<file path="src/rtl/mtf_pkg.sv">
// Shared types and constants for the move-to-front transform core.
// Used by mtf_cell, mtf_group and move_to_front_transform_core. No dependencies.
package mtf_pkg;

  localparam int unsigned ALPHABET_SIZE = 256;
  localparam int unsigned SYM_W         = 8;
  localparam int unsigned POS_W         = 8;
  localparam int unsigned GROUP_SIZE    = 16;
  localparam int unsigned GRP_W         = $clog2(GROUP_SIZE);
  localparam int unsigned NUM_GROUPS    = (ALPHABET_SIZE + GROUP_SIZE - 1) / GROUP_SIZE;
  localparam int unsigned GID_W         = POS_W - GRP_W;

  localparam int unsigned CFG_AW = 3;
  localparam int unsigned CFG_DW = 32;

  // register index, taken from paddr[2]
  localparam logic REG_DECODE_MODE = 1'b0;

  typedef logic [SYM_W-1:0] sym_t;
  typedef logic [POS_W-1:0] pos_t;
  typedef logic [GROUP_SIZE-1:0][SYM_W-1:0] grp_syms_t;

  // broadcast from the sequencer to every cell
  typedef struct packed {
    logic load_id;   // restore identity order
    logic shift;     // move-to-front shift of cells 0..pos
    logic decode;    // compare index instead of content
    sym_t key;       // symbol (encode) or saturated position (decode)
    pos_t pos;       // shift boundary
    sym_t front_sym; // symbol entering cell 0
  } cell_ctrl_t;

  // registered result of one group encoder
  typedef struct packed {
    logic             hit;
    logic [GRP_W-1:0] lo;
    sym_t             sym;
  } grp_res_t;

endpackage

</file>
<file path="src/rtl/mtf_group.sv">
// Registered one-hot encoder over one group of cells: hit, local index, symbol.
// Depends on mtf_pkg.
module mtf_group (
  input  logic                          clk,
  input  logic [mtf_pkg::GROUP_SIZE-1:0] grp_match,
  input  mtf_pkg::grp_syms_t            grp_sym,
  output mtf_pkg::grp_res_t             grp_res
);
  import mtf_pkg::*;

  grp_res_t res_nxt;
  grp_res_t res_r;

  // at most one match in the list, so plain OR-reduction suffices
  always_comb begin
    res_nxt = '0;
    for (int j = 0; j < GROUP_SIZE; j++) begin
      if (grp_match[j]) begin
        res_nxt.hit = 1'b1;
        res_nxt.lo  = res_nxt.lo | GRP_W'(j);
        res_nxt.sym = res_nxt.sym | grp_sym[j];
      end
    end
  end

  always_ff @(posedge clk) begin
    res_r <= res_nxt;
  end

  assign grp_res = res_r;

endmodule
</file>
<file path="config.mk">
export PLATFORM = sky130hd
export DESIGN_NAME = mtf_group
export DESIGN_NICKNAME = d
export VERILOG_FILES = /design/src/rtl/mtf_pkg.sv /design/src/rtl/mtf_group.sv
export SDC_FILE = /design/constraint.sdc
export NUM_CORES = 1
export LEC_CHECK = 0
export ABC_AREA = 1
export BUFFER_PORTS_ARGS = -buffer_cell sky130_fd_sc_hd__buf_4
export CELL_PAD_IN_SITES_DETAIL_PLACEMENT = 1
export CELL_PAD_IN_SITES_GLOBAL_PLACEMENT = 1
export CORE_ASPECT_RATIO = 0.6
export CORE_UTILIZATION = 21
export DETAILED_ROUTE_END_ITERATION = 10
export GPL_TIMING_DRIVEN = 0
export HOLD_SLACK_MARGIN = 0.06
export PLACE_DENSITY_LB_ADDON = 0.1
export SLEW_MARGIN = 30
export SYNTH_ARGS = -nofsm -noshare
export SYNTH_HDL_FRONTEND = slang
export SYNTH_SLANG_ARGS = --single-unit
</file>
<file path="constraint.sdc">
create_clock -name clk -period 2.2 [get_ports clk]
set_input_delay 0.11 -clock clk [delete_from_list [all_inputs] [get_ports clk]]
set_output_delay 0.11 -clock clk [all_outputs]
set_load 0.02 [all_outputs]
</file>
==> impl_results.md, run 1 <==
- Detailed-route wire length per cell: 12.6 µm
- Final slew viol count: 0
- Die Y-Extent: 68.3 µm
- Half-perimeter wire length after placement: 6160 µm
- Crit share post-route: 0.368
- Horizontal die dimension: 112 µm
- Chain of cells forming the critical path: buf_4
- Critical path destination: grp_res[1]
- Diode insertion count for antenna repair: 0
- Area occupied by multi-input gates: 997 µm²
- Count of nets after finishing: 625
- CTS max path bufs: 2
- Number of rows created at floorplan: 23
- Number of enable-type register cells in the synthesized netlist: 0
- Vias per cell: 4.10
- Sum of overflow across all layers after global routing: 0
- Count of hold-fix buffers inserted at cts: 0
- Number of distinct library cells after synthesis: 11
- Synthesized area per cell: 4.63 µm²
- Detailed Routing Iterations Pass 1: 4
- CTS H-Tree Depth: 1
- Effective utilization at floorplan: 0.224
- Ports placed on the boundary: 158
- Post-CTS setup-driven buffer insertion count: 0
- Area share of the leading cell type in the synthesized netlist: 0.517
- Placeable core region: 0.00688 mm²
- Slew at the pin closest to its max-slew limit: 314 ps
- Final WL: 7150 µm
- Clock transition at path regs: 50 ps
- Pin count of the biggest net entering global routing: 11
- CP Launch Point: grp_res[1]
- Cell internal pwr: 707 µW
- Worst min path class: input pin to flip-flop
- Sw Ratio: 0.287
- Async SR Flop Fraction: 0
- Count of mapped cells out of synthesis: 332
- Setup violation total in the final timing report: 0
- Largest register FFs: 13
- Initial DRC count: 81
- Initial antenna violation count: 0
- Path length in cells of the critical path: 1
- Slowest stage cell on the critical path: sky130_fd_sc_hd__dfxtp_1
- Share of layout cells above drive strength 1: 0.342
- Cell type with the highest aggregate area in the netlist: sky130_fd_sc_hd__nand2_1
- WS Path Type: flip-flop to output port
- Most frequent cell after synthesis: sky130_fd_sc_hd__nand2_1
- Delay-heaviest family, CP: flip-flops
- PnR Total Power: 992 µW
- Largest voltage drop on the vdd net: 0.000258 V
- Number of inserted filler cells in the final layout: 964
- Number of maximum-capacitance violations: 0
- Setup_tns: 0 ps
- Pwr Density: 354 mW/mm²
- Signed area change from the synthesized netlist to the final layout: 82.0%
- Crit path launch type: flip-flop
- DIE AREA: 0.00768 mm²
- Arr. time, crit path: 700 ps
- Wire length of the first global-routing pass: 10800 µm
- Flip-flop cell with the highest count after synthesis: sky130_fd_sc_hd__dfxtp_1
- Crit. End Element: output port
- Buffers on Ports: 143
- Sequential cell area: 260 µm²
- Seq pwr share: 0.241
- Synth top area cells: sky130_fd_sc_hd__nand2_1 (52%), sky130_fd_sc_hd__dfxtp_1 (17%), sky130_fd_sc_hd__inv_1 (12%)
- Via count: 2321
- Placer Congestion: 0.751
- Final hold violation count: 0
- Clock period minus final worst setup slack: 810 ps
- Part of the total power dissipated in the clock network: 0.347
- Delay contributed by the slowest stage of the critical path: 320 ps
- Total net switching power: 285 µW
- Clock tree from TritonCTS: yes
- Comb power frac: 0.412
- CTS-repair resized insts: 0
- Leak: 1.75 nW
- Number of routed nets with antenna violations: 0
- Status: finished clean
- Yosys synthesis warning count: 0
- Clock tree root buffer cell: sky130_fd_sc_hd__clkbuf_16
- Crit path required time: 2090 ps
- GRT Util Overall: 0.185
- Maximum net fanout on the critical path: 1
- Number of flip-flops and latches in the synthesized netlist: 13
- Via count of the first global-routing pass: 2303
- CTS sink count: 13
- Post-route DRC: 0
- RSZ-0062 raised after global routing: false
- Cell Area, Synth: 0.00154 mm²
- Post-synthesis sequential area ratio: 0.169
- Post-synth top cells: sky130_fd_sc_hd__nand2_1 (212), sky130_fd_sc_hd__inv_1 (50), sky130_fd_sc_hd__nor2_1 (23)
- Worst Path Buf+Inv: 1
- Net count after synthesis: 477
- Cts bufs inserted: 3
- Place WS: 1170 ps
- Setup ws final: 1390 ps
- Headroom to the max-slew limit: 0.789
- Highest Clock Rate: 1230 MHz
[kinds of logic after synthesis]
logic type | Yosys count | share of synthesized area
AND/OR/NAND/NOR | 253 | 0.648
buffers and inverters | 66 | 0.182
flip-flops | 13 | 0.169
[cell type report]
type                       count  area share
multi-input combinational    253       0.356
timing repair buffer         143       0.384
clock buffer                   4      0.0282
sequential                    13      0.0930
inverter                      50      0.0671
tap                           87      0.0389
buffer                        16      0.0331
[cell usage in the layout (no fill, tap or decap), types with 2 or more instances in the layout]
master	instances
sky130_fd_sc_hd__nand2_1	212
sky130_fd_sc_hd__buf_4	143
sky130_fd_sc_hd__inv_1	50
sky130_fd_sc_hd__nor2_1	23
sky130_fd_sc_hd__buf_2	14
sky130_fd_sc_hd__dfxtp_1	13
sky130_fd_sc_hd__nand4_1	8
sky130_fd_sc_hd__nand3_1	4
sky130_fd_sc_hd__nor3_1	4
sky130_fd_sc_hd__clkbuf_16	3
sky130_fd_sc_hd__buf_6	2
[worst min path at each step]
stage,startpoint,to,slack [ps],depth (start not counted)
6_report,grp_match[15],grp_res[9],150,3
5_1_grt,grp_match[15],grp_res[9],160,3
3_5_place_dp,grp_match[15],grp_res[9],400,3
3_3_place_gp,grp_match[15],grp_res[9],390,3
2_1_floorplan,grp_sym[49],grp_res[1],300,4
4_1_cts,grp_match[15],grp_res[9],150,3
[power groups by stage]
stage / registers, mW / logic (mW) / clock network [mW]
after detailed placement: 0.243 / 0.413 / 0
after global routing: 0.238 / 0.459 / 0.369
final: 0.239 / 0.409 / 0.344
after CTS: 0.239 / 0.415 / 0.353
after floorplan: 0.245 / 0.174 / 0
after global placement: 0.243 / 0.404 / 0
[routing by layer]
| metal | global-route usage | part of all wire |
|---|---|---|
| met1 | 0.246 | 0.49 |
| met2 | 0.309 | 0.42 |
| met3 | 0.0585 | 0.085 |
| met5 | 0 | 0 |
| met4 | 0.00667 | 0.0038 |
[per-stage QoR]
| stage | cell area [µm²] | instances | utilization | hold WS, ps |
|---|---|---|---|---|
| after floorplan | 1540 | 332 | - | 295 |
| after global placement | 2720 | 562 | 0.395 | 394 |
| after detailed placement | 2720 | 562 | 0.395 | 397 |
| after CTS | 2800 | 566 | 0.407 | 150 |
| after global routing | 2800 | 566 | 0.407 | 157 |
| final | 2800 | 566 | 0.407 | 152 |
(Power assumes the default switching activity.)
==> run 2: changes to the inputs <==
Settings changed: CORE_UTILIZATION 21 to 20.
Clock period 2.2 ns to 0.8 ns, I/O delays scaled along.
==> run 2 against run 1 <==
Cell count up 3.0%. Sequential power grew to 2.7 times the previous value. Global-route usage hardly changed. Clock power grew to 2.8 times the previous value. Largest cell class unchanged.
==> impl_results.md, run 2 (synthesis results as in run 1) <==
- Sequential cell area: 260 µm² (unchanged)
- Worst min path class: input pin to flip-flop (unchanged)
- Part of the total power dissipated in the clock network: 0.350 (was 0.347)
- Leading cell type in the layout, fill and taps excluded: sky130_fd_sc_hd__nand2_1 (unchanged)
- Highest Clock Rate: 1360 MHz
- Crit. End Element: output port (unchanged)
- Sw Ratio: 0.291 (was 0.287)
- Delay-heaviest family, CP: flip-flops (unchanged)
- Clock transition at path regs: 50 ps (about the same)
- Headroom to the max-slew limit: 0.800 (was 0.789)
- Chain of cells forming the critical path: buf_4 (unchanged)
- Final WL: 7410 µm (was 7150 µm)
- Seq pwr share: 0.239 (was 0.241)
- Effective utilization at floorplan: 0.209 (was 0.224)
- Area occupied by multi-input gates: 997 µm² (unchanged)
- Wire length of the first global-routing pass: 11300 µm (was 10800 µm)
- Initial DRC count: 66 (was 81)
- Maximum net fanout on the critical path: 1 (unchanged)
- Count of nets after finishing: 625 (unchanged)
- Post-CTS setup-driven buffer insertion count: 0 (unchanged)
- Post-route DRC: 0 (unchanged)
- Cts bufs inserted: 3 (unchanged)
- Pwr Density: 973 mW/mm² (was 354 mW/mm²)
- Slew at the pin closest to its max-slew limit: 297 ps (was 314 ps)
- Horizontal die dimension: 115 µm (was 112 µm)
- Status: finished clean (unchanged)
- Leak: 1.75 nW (unchanged)
- Signed area change from the synthesized netlist to the final layout: 83.4% (was 82.0%)
- Diode insertion count for antenna repair: 0 (unchanged)
- Delay contributed by the slowest stage of the critical path: 310 ps (was 320 ps)
- Detailed Routing Iterations Pass 1: 4 (unchanged)
- Clock tree root buffer cell: sky130_fd_sc_hd__clkbuf_16 (unchanged)
- CTS sink count: 13 (unchanged)
- CTS H-Tree Depth: 1 (unchanged)
- Placer Congestion: 0.749 (was 0.751)
- Share of layout cells above drive strength 1: 0.342 (unchanged)
- Crit path launch type: flip-flop (unchanged)
- Number of rows created at floorplan: 24 (was 23)
- Vias per cell: 4.12 (was 4.10)
- Total net switching power: 799 µW (was 285 µW)
- Sum of overflow across all layers after global routing: 0 (unchanged)
- Via count: 2402 (was 2321)
- Largest register FFs: 13 (unchanged)
- Ports placed on the boundary: 158 (unchanged)
- Endpoint, Worst Hold: grp_res[9] (unchanged)
- Crit path required time: 760 ps (was 2090 ps)
- Worst hold start: grp_match[15] (unchanged)
- WS Path Type: flip-flop to output port (unchanged)
- Setup violation total in the final timing report: 0 (unchanged)
- Cell internal pwr: 1.95 mW (was 707 µW)
- Setup_tns: 0 ps (unchanged)
- Half-perimeter wire length after placement: 6310 µm (was 6160 µm)
- Crit share post-route: 0.920
- Via count of the first global-routing pass: 2385 (was 2303)
- Slowest stage cell on the critical path: sky130_fd_sc_hd__dfxtp_1 (unchanged)
- Final slew viol count: 0 (unchanged)
- Number of maximum-capacitance violations: 0 (unchanged)
- Number of inserted filler cells in the final layout: 1064 (was 964)
- Initial antenna violation count: 0 (unchanged)
- Buffers on Ports: 143 (unchanged)
- Worst Path Buf+Inv: 1 (unchanged)
- Instance count along the most critical hold path: 3 (unchanged)
- Arr. time, crit path: 700 ps (about the same)
- CTS-repair resized insts: 0 (unchanged)
- Largest voltage drop on the vdd net: 0.000526 V (was 0.000258 V)
- Final hold violation count: 0 (unchanged)
- DIE AREA: 0.00805 mm² (was 0.00768 mm²)
- GRT Util Overall: 0.185 (about the same)
- Count of hold-fix buffers inserted at cts: 0 (unchanged)
- Clock period minus final worst setup slack: 736 ps
- Clock tree from TritonCTS: yes (unchanged)
- Detailed-route wire length per cell: 12.7 µm (was 12.6 µm)
- PnR Total Power: 2.74 mW (was 992 µW)
- RSZ-0062 raised after global routing: false (unchanged)
- CTS max path bufs: 2 (unchanged)
- Placeable core region: 0.00736 mm² (was 0.00688 mm²)
- Most frequent cells in the layout: sky130_fd_sc_hd__nand2_1 (212), sky130_fd_sc_hd__buf_4 (143), sky130_fd_sc_hd__inv_1 (50) (unchanged)
- Comb power frac: 0.411 (was 0.412)
- Die Y-Extent: 69.9 µm (was 68.3 µm)
- Number of routed nets with antenna violations: 0 (unchanged)
- Pin count of the biggest net entering global routing: 11 (unchanged)
==> run 2: cell counts in the layout (fill, tap and decap cells not counted) <==
Identical to the previous run, type by type.
==> run 2: area by class of cell <==
cell class	instances	area share
multi-input cells	253	0.354
well taps	104	0.0461
clock buffers	4	0.0280
repair buffers	143	0.381
plain buffers	16	0.0328
flip-flops and latches	13	0.0923
inverters	50	0.0665
==> run 2: worst max-delay path by stage <==
stage | start | slack (ps) | end | depth (start not counted)
finish | grp_res[1] | 60 | grp_res[1] | 1
global route | grp_match[9] | 30 | grp_res[0] | 8
CTS | grp_res[9] | 60 | grp_res[9] | 1
detailed placement | grp_match[9] | -160 | grp_res[0] | 8
global placement | grp_match[9] | -130 | grp_res[0] | 8
floorplan | grp_match[13] | 70 | grp_res[12] | 4
==> run 2: through the flow <==
step	worst slack [ps]	cell area, µm²	hold slack (ps)	std cells	util
finish	64.1	2820	77.2	583	0.383
global route	27.7	2820	94.7	583	0.383
CTS	60.1	2820	72.6	583	0.383
detailed placement	-159	2740	329	579	0.373
global placement	-128	2740	322	579	0.373
floorplan	71.7	1540	225	332	-
==> run 2: per-layer routing <==
| metal | part of all wire | track usage | vias to the layer above |
|---|---|---|---|
| li1 | - | - | 1250 |
| met1 | 0.48 | 0.244 | 1057 |
| met2 | 0.43 | 0.305 | 92 |
| met3 | 0.094 | 0.0599 | 3 |
| met4 | 0.0020 | 0.0130 | 0 |
| met5 | 0 | 0 | - |
==> run 2: power groups by stage <==
stage,sequential (mW),combinational [mW],clock (mW)
CTS,0.656,1.15,0.992
floorplan,0.675,0.478,0
detailed placement,0.668,1.14,0
finish,0.656,1.13,0.961
global placement,0.668,1.12,0
global route,0.656,1.27,1.01
==> run 3: changes to the inputs <==
Settings changed: CTS_BUF_LIST from default to sky130_fd_sc_hd__clkbuf_8 sky130_fd_sc_hd__clkbuf_16.
==> run 3 against run 2 <==
Die area unchanged. Clock-buffer cell count down 1. Clock power down 1%. Cell count unchanged. Highest routed layer unchanged. Total power down 0.49%.
==> impl_results.md, run 3 (synthesis results as in run 1) <==
- Highest Clock Rate: 1360 MHz (about the same)
- CTS max path bufs: 2 (unchanged)
- Chain of cells forming the critical path: buf_4 (unchanged)
- Slowest stage cell on the critical path: sky130_fd_sc_hd__dfxtp_1 (unchanged)
- Worst slack on hold paths: 77.2 ps (about the same)
- Leading cell type in the layout, fill and taps excluded: sky130_fd_sc_hd__nand2_1 (unchanged)
- Cell internal pwr: 1.93 mW (was 1.95 mW)
- Count of hold-fix buffers inserted at cts: 0 (unchanged)
- Maximum net fanout on the critical path: 1 (unchanged)
- DP Cell Count: 579 (unchanged)
- Final WL: 7410 µm (about the same)
- Count of nets after finishing: 625 (unchanged)
- Signed area change from the synthesized netlist to the final layout: 83.4% (unchanged)
- Comb power frac: 0.413 (was 0.411)
- Via count: 2403 (was 2402)
- Arr. time, crit path: 700 ps (about the same)
- CTS-repair resized insts: 0 (unchanged)
- Cts bufs inserted: 3 (unchanged)
- Final hold violation count: 0 (unchanged)
- Place WS: -159 ps (unchanged)
- Count of non-filler cells in the finished layout: 583 (unchanged)
- Clock period minus final worst setup slack: 736 ps (about the same)
- Clock tree root buffer cell: sky130_fd_sc_hd__clkbuf_16 (unchanged)
- Headroom to the max-slew limit: 0.800 (unchanged)
- PnR Total Power: 2.73 mW (was 2.74 mW)
- Post-route DRC: 0 (unchanged)
- Part of the total power dissipated in the clock network: 0.347 (was 0.350)
- Post-CTS setup-driven buffer insertion count: 0 (unchanged)
- Total net switching power: 798 µW (was 799 µW)
- Number of rows created at floorplan: 24 (unchanged)
- Detailed-route wire length per cell: 12.7 µm (about the same)
- Sequential cell area: 260 µm² (unchanged)
- Setup violation total in the final timing report: 0 (unchanged)
- Die Y-Extent: 69.9 µm (unchanged)
- Pwr Density: 968 mW/mm² (was 973 mW/mm²)
- Worst Path Buf+Inv: 1 (unchanged)
- Wire length of the first global-routing pass: 11300 µm (unchanged)
- Crit path required time: 760 ps (about the same)
- CTS H-Tree Depth: 1 (unchanged)
- Slew at the pin closest to its max-slew limit: 297 ps (unchanged)
- Worst min path class: input pin to flip-flop (unchanged)
- DIE AREA: 0.00805 mm² (unchanged)
- RSZ-0062 raised after global routing: false (unchanged)
- Delay-heaviest family, CP: flip-flops (unchanged)
- Pin count of the biggest net entering global routing: 11 (unchanged)
- Number of maximum-capacitance violations: 0 (unchanged)
- Initial DRC count: 64 (was 66)
- Horizontal die dimension: 115 µm (unchanged)
- Status: finished clean (unchanged)
- Path length in cells of the critical path: 1 (unchanged)
- Number of routed nets with antenna violations: 0 (unchanged)
- Sw Ratio: 0.292 (was 0.291)
- Placeable core region: 0.00736 mm² (unchanged)
- Instance count along the most critical hold path: 3 (unchanged)
- Delay contributed by the slowest stage of the critical path: 310 ps (about the same)
- Number of inserted filler cells in the final layout: 1064 (unchanged)
- Placer Congestion: 0.749 (unchanged)
- Final slew viol count: 0 (unchanged)
- Clock tree from TritonCTS: yes (unchanged)
- Area occupied by multi-input gates: 997 µm² (unchanged)
- Via count of the first global-routing pass: 2385 (unchanged)
- Sum of overflow across all layers after global routing: 0 (unchanged)
- Setup ws final: 64.1 ps (about the same)
- Largest register FFs: 13 (unchanged)
- Setup_tns: 0 ps (unchanged)
- Leak: 1.76 nW (was 1.75 nW)
- Crit share post-route: 0.920 (about the same)
- Effective utilization at floorplan: 0.209 (unchanged)
- Detailed Routing Iterations Pass 1: 4 (unchanged)
- Cell area reported after detailed placement: 0.00274 mm² (unchanged)
- Vias per cell: 4.12 (about the same)
- Buffers on Ports: 143 (unchanged)
- WS Path Type: flip-flop to output port (unchanged)
- Crit path launch type: flip-flop (unchanged)
- Diode insertion count for antenna repair: 0 (unchanged)
- Largest voltage drop on the vdd net: 0.000523 V (was 0.000526 V)
- Ports placed on the boundary: 158 (unchanged)
- Post-route cell area: 0.00282 mm² (unchanged)
- Clock transition at path regs: 50 ps (about the same)
- Seq pwr share: 0.240 (was 0.239)
- Half-perimeter wire length after placement: 6310 µm (unchanged)
- Most frequent cells in the layout: sky130_fd_sc_hd__nand2_1 (212), sky130_fd_sc_hd__buf_4 (143), sky130_fd_sc_hd__inv_1 (51) (was sky130_fd_sc_hd__nand2_1 (212), sky130_fd_sc_hd__buf_4 (143), sky130_fd_sc_hd__inv_1 (50))
- CTS sink count: 13 (unchanged)
- GRT Util Overall: 0.185 (unchanged)
- Share of the core filled with cells in the final layout: 0.383 (unchanged)
- Share of layout cells above drive strength 1: 0.342 (unchanged)
- Crit. End Element: output port (unchanged)
- Initial antenna violation count: 0 (unchanged)
-- run 3: final cells by class --
class | count | share of cell area
plain buffers | 16 | 0.0328
clock inverters | 1 | 0.00133
well taps | 104 | 0.0461
flip-flops and latches | 13 | 0.0923
clock buffers | 3 | 0.0266
inverters | 50 | 0.0665
multi-input cells | 253 | 0.354
repair buffers | 143 | 0.381
-- run 3: power groups by stage --
| stage | combinational [mW] | sequential (mW) | clock, mW |
|---|---|---|---|
| after global placement | 1.12 | 0.668 | 0 |
| final | 1.13 | 0.656 | 0.947 |
| after global routing | 1.27 | 0.656 | 0.996 |
| after detailed placement | 1.14 | 0.668 | 0 |
| after CTS | 1.15 | 0.656 | 0.980 |
| after floorplan | 0.478 | 0.675 | 0 |
-- run 3: path summary, 6_finish.rpt --
kind | start | endpoint | slack [ps]
min | grp_match[15] | grp_res[9] | 80
max | grp_res[1] | grp_res[1] | 60
-- run 3: routing by layer --
layer | global-route usage | share of wire | routed length, µm | up-vias
met3 | 0.0599 | 0.094 | 697 | 3
met1 | 0.244 | 0.48 | 3530 | 1058
met4 | 0.0130 | 0.0020 | 15 | 0
met2 | 0.305 | 0.43 | 3160 | 92
met5 | 0 | 0 | 0 | -
li1 | - | - | - | 1250
