File: src/rtl/mtf_pkg.sv
// Shared types and constants for the move-to-front transform core.
// Used by mtf_cell, mtf_group and move_to_front_transform_core. No dependencies.
package mtf_pkg;

  localparam int unsigned ALPHABET_SIZE = 256;
  localparam int unsigned SYM_W         = 8;
  localparam int unsigned POS_W         = 8;
  localparam int unsigned GROUP_SIZE    = 16;
  localparam int unsigned GRP_W         = $clog2(GROUP_SIZE);
  localparam int unsigned NUM_GROUPS    = (ALPHABET_SIZE + GROUP_SIZE - 1) / GROUP_SIZE;
  localparam int unsigned GID_W         = POS_W - GRP_W;

  localparam int unsigned CFG_AW = 3;
  localparam int unsigned CFG_DW = 32;

  // register index, taken from paddr[2]
  localparam logic REG_DECODE_MODE = 1'b0;

  typedef logic [SYM_W-1:0] sym_t;
  typedef logic [POS_W-1:0] pos_t;
  typedef logic [GROUP_SIZE-1:0][SYM_W-1:0] grp_syms_t;

  // broadcast from the sequencer to every cell
  typedef struct packed {
    logic load_id;   // restore identity order
    logic shift;     // move-to-front shift of cells 0..pos
    logic decode;    // compare index instead of content
    sym_t key;       // symbol (encode) or saturated position (decode)
    pos_t pos;       // shift boundary
    sym_t front_sym; // symbol entering cell 0
  } cell_ctrl_t;

  // registered result of one group encoder
  typedef struct packed {
    logic             hit;
    logic [GRP_W-1:0] lo;
    sym_t             sym;
  } grp_res_t;

endpackage

File: src/rtl/mtf_cell.sv
// One list entry of the move-to-front chain: holds a symbol, compares, shifts.
// Depends on mtf_pkg.
module mtf_cell (
  input  logic               clk,
  input  logic               rst_n,
  input  mtf_pkg::pos_t      cell_idx,
  input  mtf_pkg::cell_ctrl_t ctrl,
  input  mtf_pkg::sym_t      shift_in,
  output mtf_pkg::sym_t      sym_o,
  output logic               match_o
);
  import mtf_pkg::*;

  sym_t sym_r;
  logic match_r;

  always_ff @(posedge clk) begin
    if (!rst_n) begin
      sym_r <= cell_idx;
    end else if (ctrl.load_id) begin
      sym_r <= cell_idx;
    end else if (ctrl.shift && (cell_idx <= ctrl.pos)) begin
      sym_r <= shift_in;
    end
  end

  // decode: the cell at the requested position; encode: the cell holding the symbol
  always_ff @(posedge clk) begin
    match_r <= ctrl.decode ? (cell_idx == ctrl.key) : (sym_r == ctrl.key);
  end

  assign sym_o   = sym_r;
  assign match_o = match_r;

endmodule

File: config.mk
export PLATFORM = sky130hd
export DESIGN_NAME = mtf_cell
export DESIGN_NICKNAME = d
export VERILOG_FILES = /design/src/rtl/mtf_pkg.sv /design/src/rtl/mtf_cell.sv
export SDC_FILE = /design/constraint.sdc
export NUM_CORES = 1
export LEC_CHECK = 0
export BUFFER_PORTS_ARGS = -buffer_cell sky130_fd_sc_hd__buf_2
export CORE_UTILIZATION = 35
export DETAILED_ROUTE_END_ITERATION = 6
export PLACE_DENSITY = 0.7
export SLEW_MARGIN = 5
export SYNTH_ARGS = -nofsm -noshare
export SYNTH_HDL_FRONTEND = slang
export SYNTH_SLANG_ARGS = --single-unit
File: constraint.sdc
create_clock -name clk -period 2 [get_ports clk]
set_clock_uncertainty 0.15 [all_clocks]
set_input_delay 0.1 -clock clk [delete_from_list [all_inputs] [get_ports clk]]
set_output_delay 0.1 -clock clk [all_outputs]
set_load 0.005 [all_outputs]
==> results of run 1 <==
## synth_stat cells, drive strengths merged
cell type and number:
a211oi 1, a21oi 1, buf 2, dfxtp 1, edfxtp 8, ha 8, inv 10, mux2 8
mux2i 8, nand2b 1, nand4 4, nor2 2, nor2b 1, o2111ai 2, o211ai 1, o21a 2
o21ai 1, xor2 8
## stage by stage
stage	hold slack [ps]	total power [W]	cells	instance area [µm²]	utilization, %
final	3.34	0.000562	152	1110	55.6
after global routing	2.92	0.000600	152	1110	55.6
after CTS	2.77	0.000566	151	1100	55.1
after detailed placement	257	0.000415	140	1010	50.3
after global placement	252	0.000406	140	1010	50.3
after floorplan	134	0.000337	69	757	-
## state kept, by name, indices dropped and copies added, names as in the netlist
| signal | flops |
|---|---|
| match_o | 1 |
| sym_o | 8 |
## logic make-up (layout without fill, tap and decap cells)
logic type / count (synthesis) / after routing / share of synthesized area (%)
AO/OA/AOI/OAI: 8 / 8 / 7.60
XOR/XNOR: 8 / 8 / 9.26
adder cells (fa/ha/maj): 8 / 8 / 13.2
buffers and inverters: 12 / 68 / 7.11
flip-flops: 9 / 9 / 34.4
multiplexers: 16 / 16 / 22.5
AND/OR/NAND/NOR: 8 / 8 / 5.95
## critical path, cell delays in order
cell	delay, ps
sky130_fd_sc_hd__buf_2	120
sky130_fd_sc_hd__ha_1	310
sky130_fd_sc_hd__a211oi_1	340
sky130_fd_sc_hd__o2111ai_1	170
sky130_fd_sc_hd__o211ai_1	180
sky130_fd_sc_hd__buf_4	190
## report_power, final
part | internal, W | switching, W
clock | 0.0000768 | 0.0000623
sequential | 0.000231 | 0.0000111
combinational | 0.000101 | 0.0000793
## repair_timing
| action | in CTS | in global routing |
|---|---|---|
| hold buffers | 7 | 1 |
| hold endpoints to repair | 7 | 1 |
| setup endpoints to repair | 0 | 0 |
| buffers inserted | 0 | 0 |
## worst max path at each step
| stage | from | to | cells after the start |
|---|---|---|---|
| 2_1_floorplan | ctrl[9] | sym_o[0]$_DFFE_PP_ | 6 |
| 3_3_place_gp | cell_idx[5] | sym_o[5]$_DFFE_PP_ | 6 |
| 3_5_place_dp | cell_idx[5] | sym_o[2]$_DFFE_PP_ | 6 |
| 4_1_cts | cell_idx[5] | sym_o[2]$_DFFE_PP_ | 6 |
| 5_1_grt | cell_idx[5] | sym_o[2]$_DFFE_PP_ | 6 |
| 6_report | cell_idx[5] | sym_o[2]$_DFFE_PP_ | 6 |
## layer usage
metal | share of wire [%] | up-vias
met5 | 0 | -
met1 | 41 | 317
met4 | 2.3 | 0
met2 | 53 | 26
met3 | 3.6 | 6
li1 | - | 362
## cell type report
type                       instances  area [µm²]  share of cell area (%)
inverter                          10        37.5                    3.37
tap                               27        33.8                    3.03
clock buffer                       4        26.3                    2.36
timing repair buffer              54         313                    28.1
sequential                         9         260                    23.4
multi-input combinational         48         443                    39.8
==> results.json, run 1 <==
{
  "die_h_um": 48.5,
  "synth_area_per_cell_um2": 11.0,
  "hold_violations": 0,
  "globalRouteMet1Util_pct": 17.0,
  "worstSkewPairLatency_ps": 260,
  "seq_area_frac_synth_pct": 34.4,
  "layout_setup_ws_ps": 402,
  "ctsRootBufferMaster": "sky130_fd_sc_hd__clkbuf_4",
  "layout-drive-gt1-share_pct": 45.6,
  "path_clk_slew_ps": 60,
  "reg2reg_setup_slack_ps": 800,
  "layout_worst_path_cycle_share_pct": 79.9,
  "timing.hold.worst_endpoint": "sym_o[7]$_DFFE_PP_",
  "vias_per_cell": 4.68,
  "worst_setup_path_end_kind": "flop",
  "overflow": 0,
  "max-vdd-ir-drop_mv": 0.223,
  "cts.repair.resized": 0,
  "count_of_h_tree_levels_built_during_cts": 1,
  "finalSetupViolations": 0,
  "outcome": "finished, final reports clean",
  "static-leakage-power_nw": 0.568,
  "met3_usage_pct": 2.52,
  "worst-setup-path-type": "input port to flop",
  "worst_ep_arrival_time_ps": 1420,
  "vias_in_the_first_global_route": 678,
  "dr.pass1.iters": 4,
  "synth.area.top_cells": "sky130_fd_sc_hd__edfxtp_1, sky130_fd_sc_hd__ha_1, sky130_fd_sc_hd__mux2_2, sky130_fd_sc_hd__mux2i_1, sky130_fd_sc_hd__xor2_1",
  "cts_tree": "yes",
  "synth_cells": 69,
  "slew_headroom_pct": 72.6,
  "global_route_wire_length_before_repair_mm": 2.86,
  "mostFrequentLayoutCells": "sky130_fd_sc_hd__buf_2, sky130_fd_sc_hd__inv_1",
  "number_of_cells_on_the_worst_reg_to_reg_path": 4,
  "fmax_mhz": 626,
  "synth_warnings": 0,
  "pin_count": 54,
  "layout_min_cycle_time_ps": 1600,
  "place.port_buffers": 45,
  "synthDistinctLibCells": 19,
  "global_route.peak_usage_layer": "met2",
  "power_density_over_the_cells_nw_per_um2": 504,
  "finalMaxSlewViolations": 0,
  "routed_wl_mm": 1.77,
  "nFillCells": 198,
  "dp_hpwl_mm": 1.45,
  "critical_path.startpoint_type": "input port",
  "post-route-drc-count": 0,
  "placement.setup.worst_slack_ps": 132,
  "avgRoutedWirePerCell_um": 11.7,
  "die_w_um": 48.5,
  "hold_path_startpoint": "shift_in[7]",
  "floorplan.initialDensity_pct": 37.8,
  "route.antenna.remaining_nets": 0,
  "gr-usage-met2_pct": 30.8,
  "maxCapViolCount": 0,
  "worstMarginPinSlew_ps": 410,
  "clock_sink_count": 9,
  "worstPathRequired_ps": 1820,
  "crit_path_max_fanout": 8,
  "totalNegativeSetupSlack_ps": 0,
  "mappedNetlistNets": 122,
  "clk_path_buf_depth": 2,
  "area.growth.synth_to_final_pct": 47.1,
  "synth.cell_area_um2": 757,
  "globalplace.congestion": 0.768,
  "cell_row_count": 16,
  "antenna_cells": 0,
  "antenna_violations_before_repair": 0,
  "synth.ff_latch_count": 9,
  "min-delay-path-class": "input port to flop",
  "core_area_um2": 2000,
  "grt_setup_unrepaired": "no",
  "grtUsageTotal_pct": 16.2,
  "rr_endpoint": "match_o$_DFF_P_",
  "design.final.nets": 179,
  "regToRegStartpoint": "sym_o[0]$_DFFE_PP_",
  "largest_net_degree_at_the_start_of_global_routing": 10,
  "layout_commonest_cell": "sky130_fd_sc_hd__buf_2",
  "yosysTopAreaCellShare_pct": 31.7,
  "cts_made_buffers": 3,
  "die_area_um2": 2350,
  "dr.first_iter.drc_count": 5,
  "hold-path-cell-count": 2,
  "detailroute.via_count": 711,
  "synth_area_leader_cell": "sky130_fd_sc_hd__edfxtp_1"
}
(Power assumes the default switching activity.)
==> inputs of run 2 (changes only) <==
- ABC_AREA: unset -> 1
- PLACE_DENSITY: 0.7 -> 0.68
- clock period: 2 -> 1.6 ns (I/O delays scaled with it)
==> run 2 against run 1 <==
Count of clock-buffer cells in the layout is the same. Synthesized area up 15%. Non-clock buffer count rose by 2. Critical path depth increased by 4. Via count increased by 35%. Highest routed layer unchanged. Hold slack better by 9.7 ps. Power increased by 30%. Cell count rose by 41%. Register-to-register slack lost 340 ps. Setup slack lost 91 ps. Die area up 14%. Clock power up 30%.
==> results.json, run 2 <==
{
  "timing.critical_path.buf_inv": 2,
  "dr.first_iter.drc_count": 7,
  "rr_endpoint": "match_o$_DFF_P_",
  "post_synth_xor_area_fraction_pct": 0,
  "worst_path_max_stage_delay_ps": 300,
  "worstSkewPairLatency_ps": 270,
  "maxCapViolCount": 0,
  "post-route-drc-count": 0,
  "synthArstFlopShare_pct": 0,
  "reg2reg_setup_slack_ps": 460,
  "number_of_flip_flops_in_the_largest_register": 8,
  "finalMaxSlewViolations": 0,
  "cts.repair_timing.setup_buffer_count": 0,
  "pin_count": 54,
  "regToRegStartpoint": "sym_o[1]$_DFFE_PP_",
  "layout_min_cycle_time_ps": 1290,
  "footprint_of_the_multi_input_gates_um2": 475,
  "max-vdd-ir-drop_mv": 0.297,
  "synth_area_leader_cell": "sky130_fd_sc_hd__edfxtp_1",
  "global_route.peak_usage_layer": "met2",
  "mappedNetlistNets": 183,
  "timing.hold.worst_endpoint": "match_o$_DFF_P_",
  "post_layout_nonfiller_instances": 215,
  "overflow": 0,
  "crit_path_max_fanout": 4,
  "timing.critical_path.max_delay_family": "simple AND/OR/NAND/NOR gates",
  "grtUsageTotal_pct": 17.1,
  "seq_area_frac_synth_pct": 30.0,
  "globalplace.congestion": 0.704,
  "gr-usage-met2_pct": 29.4,
  "globalRouteMet1Util_pct": 20.8,
  "worst-setup-path-type": "input port to flop",
  "core_area_um2": 2280,
  "synthAdderAreaFrac_pct": 11.5,
  "synth_cells": 130,
  "power_density_over_the_cells_nw_per_um2": 591,
  "vias_in_the_first_global_route": 880,
  "worstMarginPinSlew_ps": 357,
  "grt_setup_unrepaired": "no",
  "total_power_w": 0.000729,
  "route.antenna.remaining_nets": 0,
  "design.final.nets": 241,
  "cts_made_buffers": 3,
  "place.port_buffers": 45,
  "totalNegativeSetupSlack_ps": 0,
  "synth-compound-area-share_pct": 17.0,
  "static-leakage-power_nw": 0.720,
  "dr.pass1.iters": 4,
  "synth_warnings": 0,
  "antenna_violations_before_repair": 0,
  "die_area_um2": 2680,
  "synth.area.mux_share_pct": 2.59,
  "finalHoldWorstSlack_ps": 13.0,
  "finalSetupViolations": 0,
  "synthMostInstantiatedCell": "sky130_fd_sc_hd__nand2_1",
  "critical_path.startpoint_type": "input port",
  "number_of_cells_on_the_worst_reg_to_reg_path": 7,
  "area.growth.synth_to_final_pct": 42.1,
  "clk_path_buf_depth": 2,
  "fmax_mhz": 776,
  "worst_setup_path_end_kind": "flop",
  "final-seq-area_um2": 260,
  "clock_sink_count": 9,
  "final_core_utilization_pct": 54.2,
  "ctsRootBufferMaster": "sky130_fd_sc_hd__clkbuf_4",
  "nFillCells": 216,
  "yosysTopAreaCellShare_pct": 27.7,
  "timing.critical_path.mode_cell": "sky130_fd_sc_hd__nand2_1",
  "place.detailed.instances": 203,
  "min-delay-path-class": "input port to flop",
  "mostFrequentLayoutCells": "sky130_fd_sc_hd__nand2_1, sky130_fd_sc_hd__buf_2, sky130_fd_sc_hd__inv_1",
  "outcome": "finished, final reports clean",
  "largest_net_degree_at_the_start_of_global_routing": 25,
  "synth.cell_area_um2": 868,
  "slowest_stage_cell_crit_path": "sky130_fd_sc_hd__ha_1",
  "detailroute.via_count": 960,
  "main_combinational_cell_family_by_area_after_synthesis": "simple AND/OR/NAND/NOR gates",
  "floorplan.initialDensity_pct": 38.2,
  "number_of_synthesized_flops_with_an_enable_pin": 8,
  "slew_headroom_pct": 76.2,
  "synth.ff_latch_count": 9,
  "cts_tree": "yes",
  "hold_violations": 0,
  "layout-drive-gt1-share_pct": 28.3,
  "routed_wl_mm": 2.02,
  "synth.area.top_cells": "sky130_fd_sc_hd__edfxtp_1, sky130_fd_sc_hd__nand2_1, sky130_fd_sc_hd__inv_1, sky130_fd_sc_hd__ha_1, sky130_fd_sc_hd__o211ai_1",
  "cell_row_count": 17,
  "hold-path-cell-count": 6,
  "hold_path_startpoint": "ctrl[19]",
  "synth_area_per_cell_um2": 6.68,
  "die_w_um": 51.8,
  "die_h_um": 51.8,
  "synth_top_cells_by_count": "sky130_fd_sc_hd__nand2_1, sky130_fd_sc_hd__inv_1, sky130_fd_sc_hd__o21ai_0",
  "met3_usage_pct": 2.92,
  "avgRoutedWirePerCell_um": 9.39,
  "path_cells": "buf_2 -> ha_1 -> a21oi_1 -> nor2_1 -> nor2_1 -> nand2_1 -> nand2_1 -> nand2_1 -> nand2_1 -> buf_4",
  "worstPathRequired_ps": 1430,
  "layout_worst_path_cycle_share_pct": 80.6,
  "worst_ep_arrival_time_ps": 1120,
  "path_clk_slew_ps": 70,
  "synth_flop_cell": "sky130_fd_sc_hd__edfxtp_1",
  "synthDistinctLibCells": 16,
  "count_of_h_tree_levels_built_during_cts": 1,
  "synth-simple-area-share_pct": 23.6,
  "vias_per_cell": 4.47,
  "global_route_wire_length_before_repair_mm": 3.41,
  "dp_hpwl_mm": 1.69,
  "antenna_cells": 0
}
-- run 2: final cells by class --
class / instances / area share (%)
clock buffer: 4 / 2.13
sequential: 9 / 21.1
inverter: 29 / 8.82
timing repair buffer: 56 / 26.6
tap: 28 / 2.84
multi-input combinational: 89 / 38.5
-- run 2: power by group --
group          switching (W)  internal (W)
combinational       0.000120      0.000123
sequential         0.0000164      0.000288
clock              0.0000852     0.0000963
-- run 2: stage by stage --
stage                     worst slack [ps]  instance area [µm²]
after floorplan                        162                  868
after global placement                39.5                 1130
after detailed placement              16.3                 1130
after CTS                              299                 1230
after global routing                   208                 1230
final                                  311                 1230
-- run 2: logic make-up after synthesis --
family,after synthesis
muxes,2
and+or+nand+nor,54
buffers and inverters,32
adders and majority gates,8
AOI/OAI and AO/OA,25
DFF,9
-- run 2: tightest hold or removal path: stages --
cell and delay, ps:
sky130_fd_sc_hd__buf_2 90, sky130_fd_sc_hd__nand2_1 50, sky130_fd_sc_hd__nand2_1 50, sky130_fd_sc_hd__nor2_1 40
sky130_fd_sc_hd__nand2_1 50, sky130_fd_sc_hd__nor2_1 40
-- run 2: what timing repair did --
action	CTS	global route
hold buffers	8	0
endpoints found under the hold margin	8	0
endpoints found under the setup margin	0	0
resized for setup	0	0
-- run 2: per-layer routing --
| layer | up-vias | part of all wire (%) |
|---|---|---|
| met5 | - | 0 |
| met4 | 0 | 1.7 |
| met3 | 5 | 5.2 |
| met2 | 27 | 48 |
| met1 | 404 | 45 |
| li1 | 524 | - |
-- run 2: worst max-delay path by stage --
| stage | endpoint | cells past startpoint | slack, ps | from |
|---|---|---|---|---|
| after floorplan | sym_o[0]$_DFFE_PP_ | 9 | 160 | ctrl[13] |
| after global placement | sym_o[6]$_DFFE_PP_ | 10 | 40 | cell_idx[5] |
| after detailed placement | sym_o[6]$_DFFE_PP_ | 10 | 20 | cell_idx[5] |
| after CTS | sym_o[6]$_DFFE_PP_ | 10 | 300 | cell_idx[5] |
| after global routing | sym_o[7]$_DFFE_PP_ | 10 | 210 | cell_idx[5] |
| final | sym_o[7]$_DFFE_PP_ | 10 | 310 | cell_idx[5] |
==> inputs of run 3 (changes only) <==
- clock period: 1.6 -> 1.3 ns (I/O delays scaled with it)
==> run 3 against run 2 <==
Setup slack got worse by 190 ps. Cell count is 2.3% higher. Clock power rose by 21%. Cell area up 8.9%. Die area did not move. Count of clock-buffer cells in the layout unchanged. Via count increased by 3.5%. First-iteration DRC count up 100%. Non-clock buffer count up 5. Sequential cell count did not move. Sequential share of layout area decreased by 1.7 points. Core utilization grew 4.8 points. Highest routed layer unchanged.
==> results.json, run 3 (same netlist as run 2, synthesis figures left out) <==
{
  "outcome": "finished, final reports clean",
  "crit_path_max_fanout": 8,
  "max-vdd-ir-drop_mv": 0.372,
  "die_h_um": 51.8,
  "detailroute.via_count": 994,
  "post_layout_nonfiller_instances": 220,
  "dr.first_iter.drc_count": 14,
  "route.antenna.remaining_nets": 0,
  "cts_made_buffers": 3,
  "final_core_utilization_pct": 59.0,
  "placedInstanceArea_um2": 1220,
  "cts.repair_timing.setup_buffer_count": 0,
  "layout-drive-gt1-share_pct": 36.5,
  "hold_violations": 0,
  "cts_tree": "yes",
  "vias_in_the_first_global_route": 930,
  "post-route-drc-count": 0,
  "worstPathRequired_ps": 1120,
  "layout_min_cycle_time_ps": 1170,
  "min-delay-path-class": "input port to flop",
  "design.final.nets": 246,
  "finalMaxSlewViolations": 0,
  "reg2reg_setup_slack_ps": 160,
  "antenna_cells": 0,
  "layout_setup_ws_ps": 126,
  "core_area_um2": 2280,
  "route.top_layer_used": "met4",
  "dr.pass1.iters": 4,
  "vias_per_cell": 4.52,
  "place.port_buffers": 45,
  "detail_route.wirelength.met1_um": 958,
  "count_of_h_tree_levels_built_during_cts": 1,
  "grt_setup_unrepaired": "no",
  "die_w_um": 51.8,
  "fmax_mhz": 852,
  "critical_path.startpoint_type": "input port",
  "cell_row_count": 17,
  "die_area_um2": 2680,
  "floorplan.initialDensity_pct": 38.2,
  "layout_commonest_cell": "sky130_fd_sc_hd__buf_2",
  "grtUsageTotal_pct": 18.4,
  "worst_setup_path_end_kind": "flop",
  "global_route_wire_length_before_repair_mm": 3.66,
  "layout_worst_path_cycle_share_pct": 90.3,
  "dp_hpwl_mm": 1.76,
  "pin_count": 54,
  "worstSkewPairLatency_ps": 260,
  "avgRoutedWirePerCell_um": 9.94,
  "largest_net_degree_at_the_start_of_global_routing": 25,
  "met2_wirelength_mm": 1.10,
  "design_area_um2": 1340,
  "clock_sink_count": 9,
  "globalplace.congestion": 0.719,
  "worstMarginPinSlew_ps": 350,
  "slew_headroom_pct": 76.7,
  "maxCapViolCount": 0,
  "path_clk_slew_ps": 60,
  "place.detailed.instances": 208,
  "finalSetupViolations": 0,
  "overflow": 0,
  "routed_wl_mm": 2.19,
  "power_density_over_the_cells_nw_per_um2": 693,
  "static-leakage-power_nw": 0.745,
  "mostFrequentLayoutCells": "sky130_fd_sc_hd__buf_2, sky130_fd_sc_hd__nand2_1, sky130_fd_sc_hd__inv_1",
  "clk_path_buf_depth": 2,
  "worst_ep_arrival_time_ps": 990,
  "placement.setup.worst_slack_ps": -171,
  "ctsRootBufferMaster": "sky130_fd_sc_hd__clkbuf_4",
  "antenna_violations_before_repair": 0,
  "worst-setup-path-type": "input port to flop",
  "route.met3.wl_um": 114,
  "number_of_flip_flops_in_the_largest_register": 8,
  "area.growth.synth_to_final_pct": 54.8
}
[run 3: where the power goes]
group	total [W]	switching, W	internal [W]	leakage (nW)
logic	0.000337	0.000165	0.000172	0.639
registers	0.000375	0.0000211	0.000354	0.0912
clock network	0.000219	0.000101	0.000118	0.0150
total	0.000931	0.000287	0.000645	0.745
[run 3: critical path: stages]
cell and delay (ps):
sky130_fd_sc_hd__buf_2 100, sky130_fd_sc_hd__inv_2 60, sky130_fd_sc_hd__ha_4 200, sky130_fd_sc_hd__a21oi_1 120
sky130_fd_sc_hd__nor2_1 60, sky130_fd_sc_hd__nor2_1 90, sky130_fd_sc_hd__nand2_1 50, sky130_fd_sc_hd__nand2_1 70
sky130_fd_sc_hd__nand2_2 70, sky130_fd_sc_hd__nand2_4 110
[run 3: path summary, 6_finish.rpt]
check,depth (start not counted),end,from
hold / removal,6,match_o$_DFF_P_,ctrl[19]
hold reg to reg,5,match_o$_DFF_P_,sym_o[2]$_DFFE_PP_
setup reg to reg,7,match_o$_DFF_P_,sym_o[4]$_DFFE_PP_
setup / recovery,10,sym_o[4]$_DFFE_PP_,ctrl[13]
[run 3: through the flow]
step	power, W	TNS [ps]	hold slack [ps]
3_3_place_gp	0.000683	-1140	212
2_1_floorplan	0.000553	0	106
3_5_place_dp	0.000697	-1370	201
5_1_grt	0.000999	0	48.1
6_report	0.000931	0	5.42
4_1_cts	0.000930	0	10.4
[run 3: timing repair]
action | CTS | global route
hold endpoints to repair | 8 | 0
hold buffers | 8 | 0
setup endpoints to repair | 0 | 8
resized for setup | 0 | 2
[run 3: metal layers]
metal	vias up	GRT usage [%]
met1	428	21.3
met3	2	3.80
li1	536	-
met4	0	6.76
met5	-	0
met2	28	33.1
[run 3: area by class of cell]
cell class	instances	area (µm²)
fill	209	932
multi-input combinational	89	548
timing repair buffer	61	365
sequential	9	260
inverter	29	109
tap	28	35.0
clock buffer	4	26.3
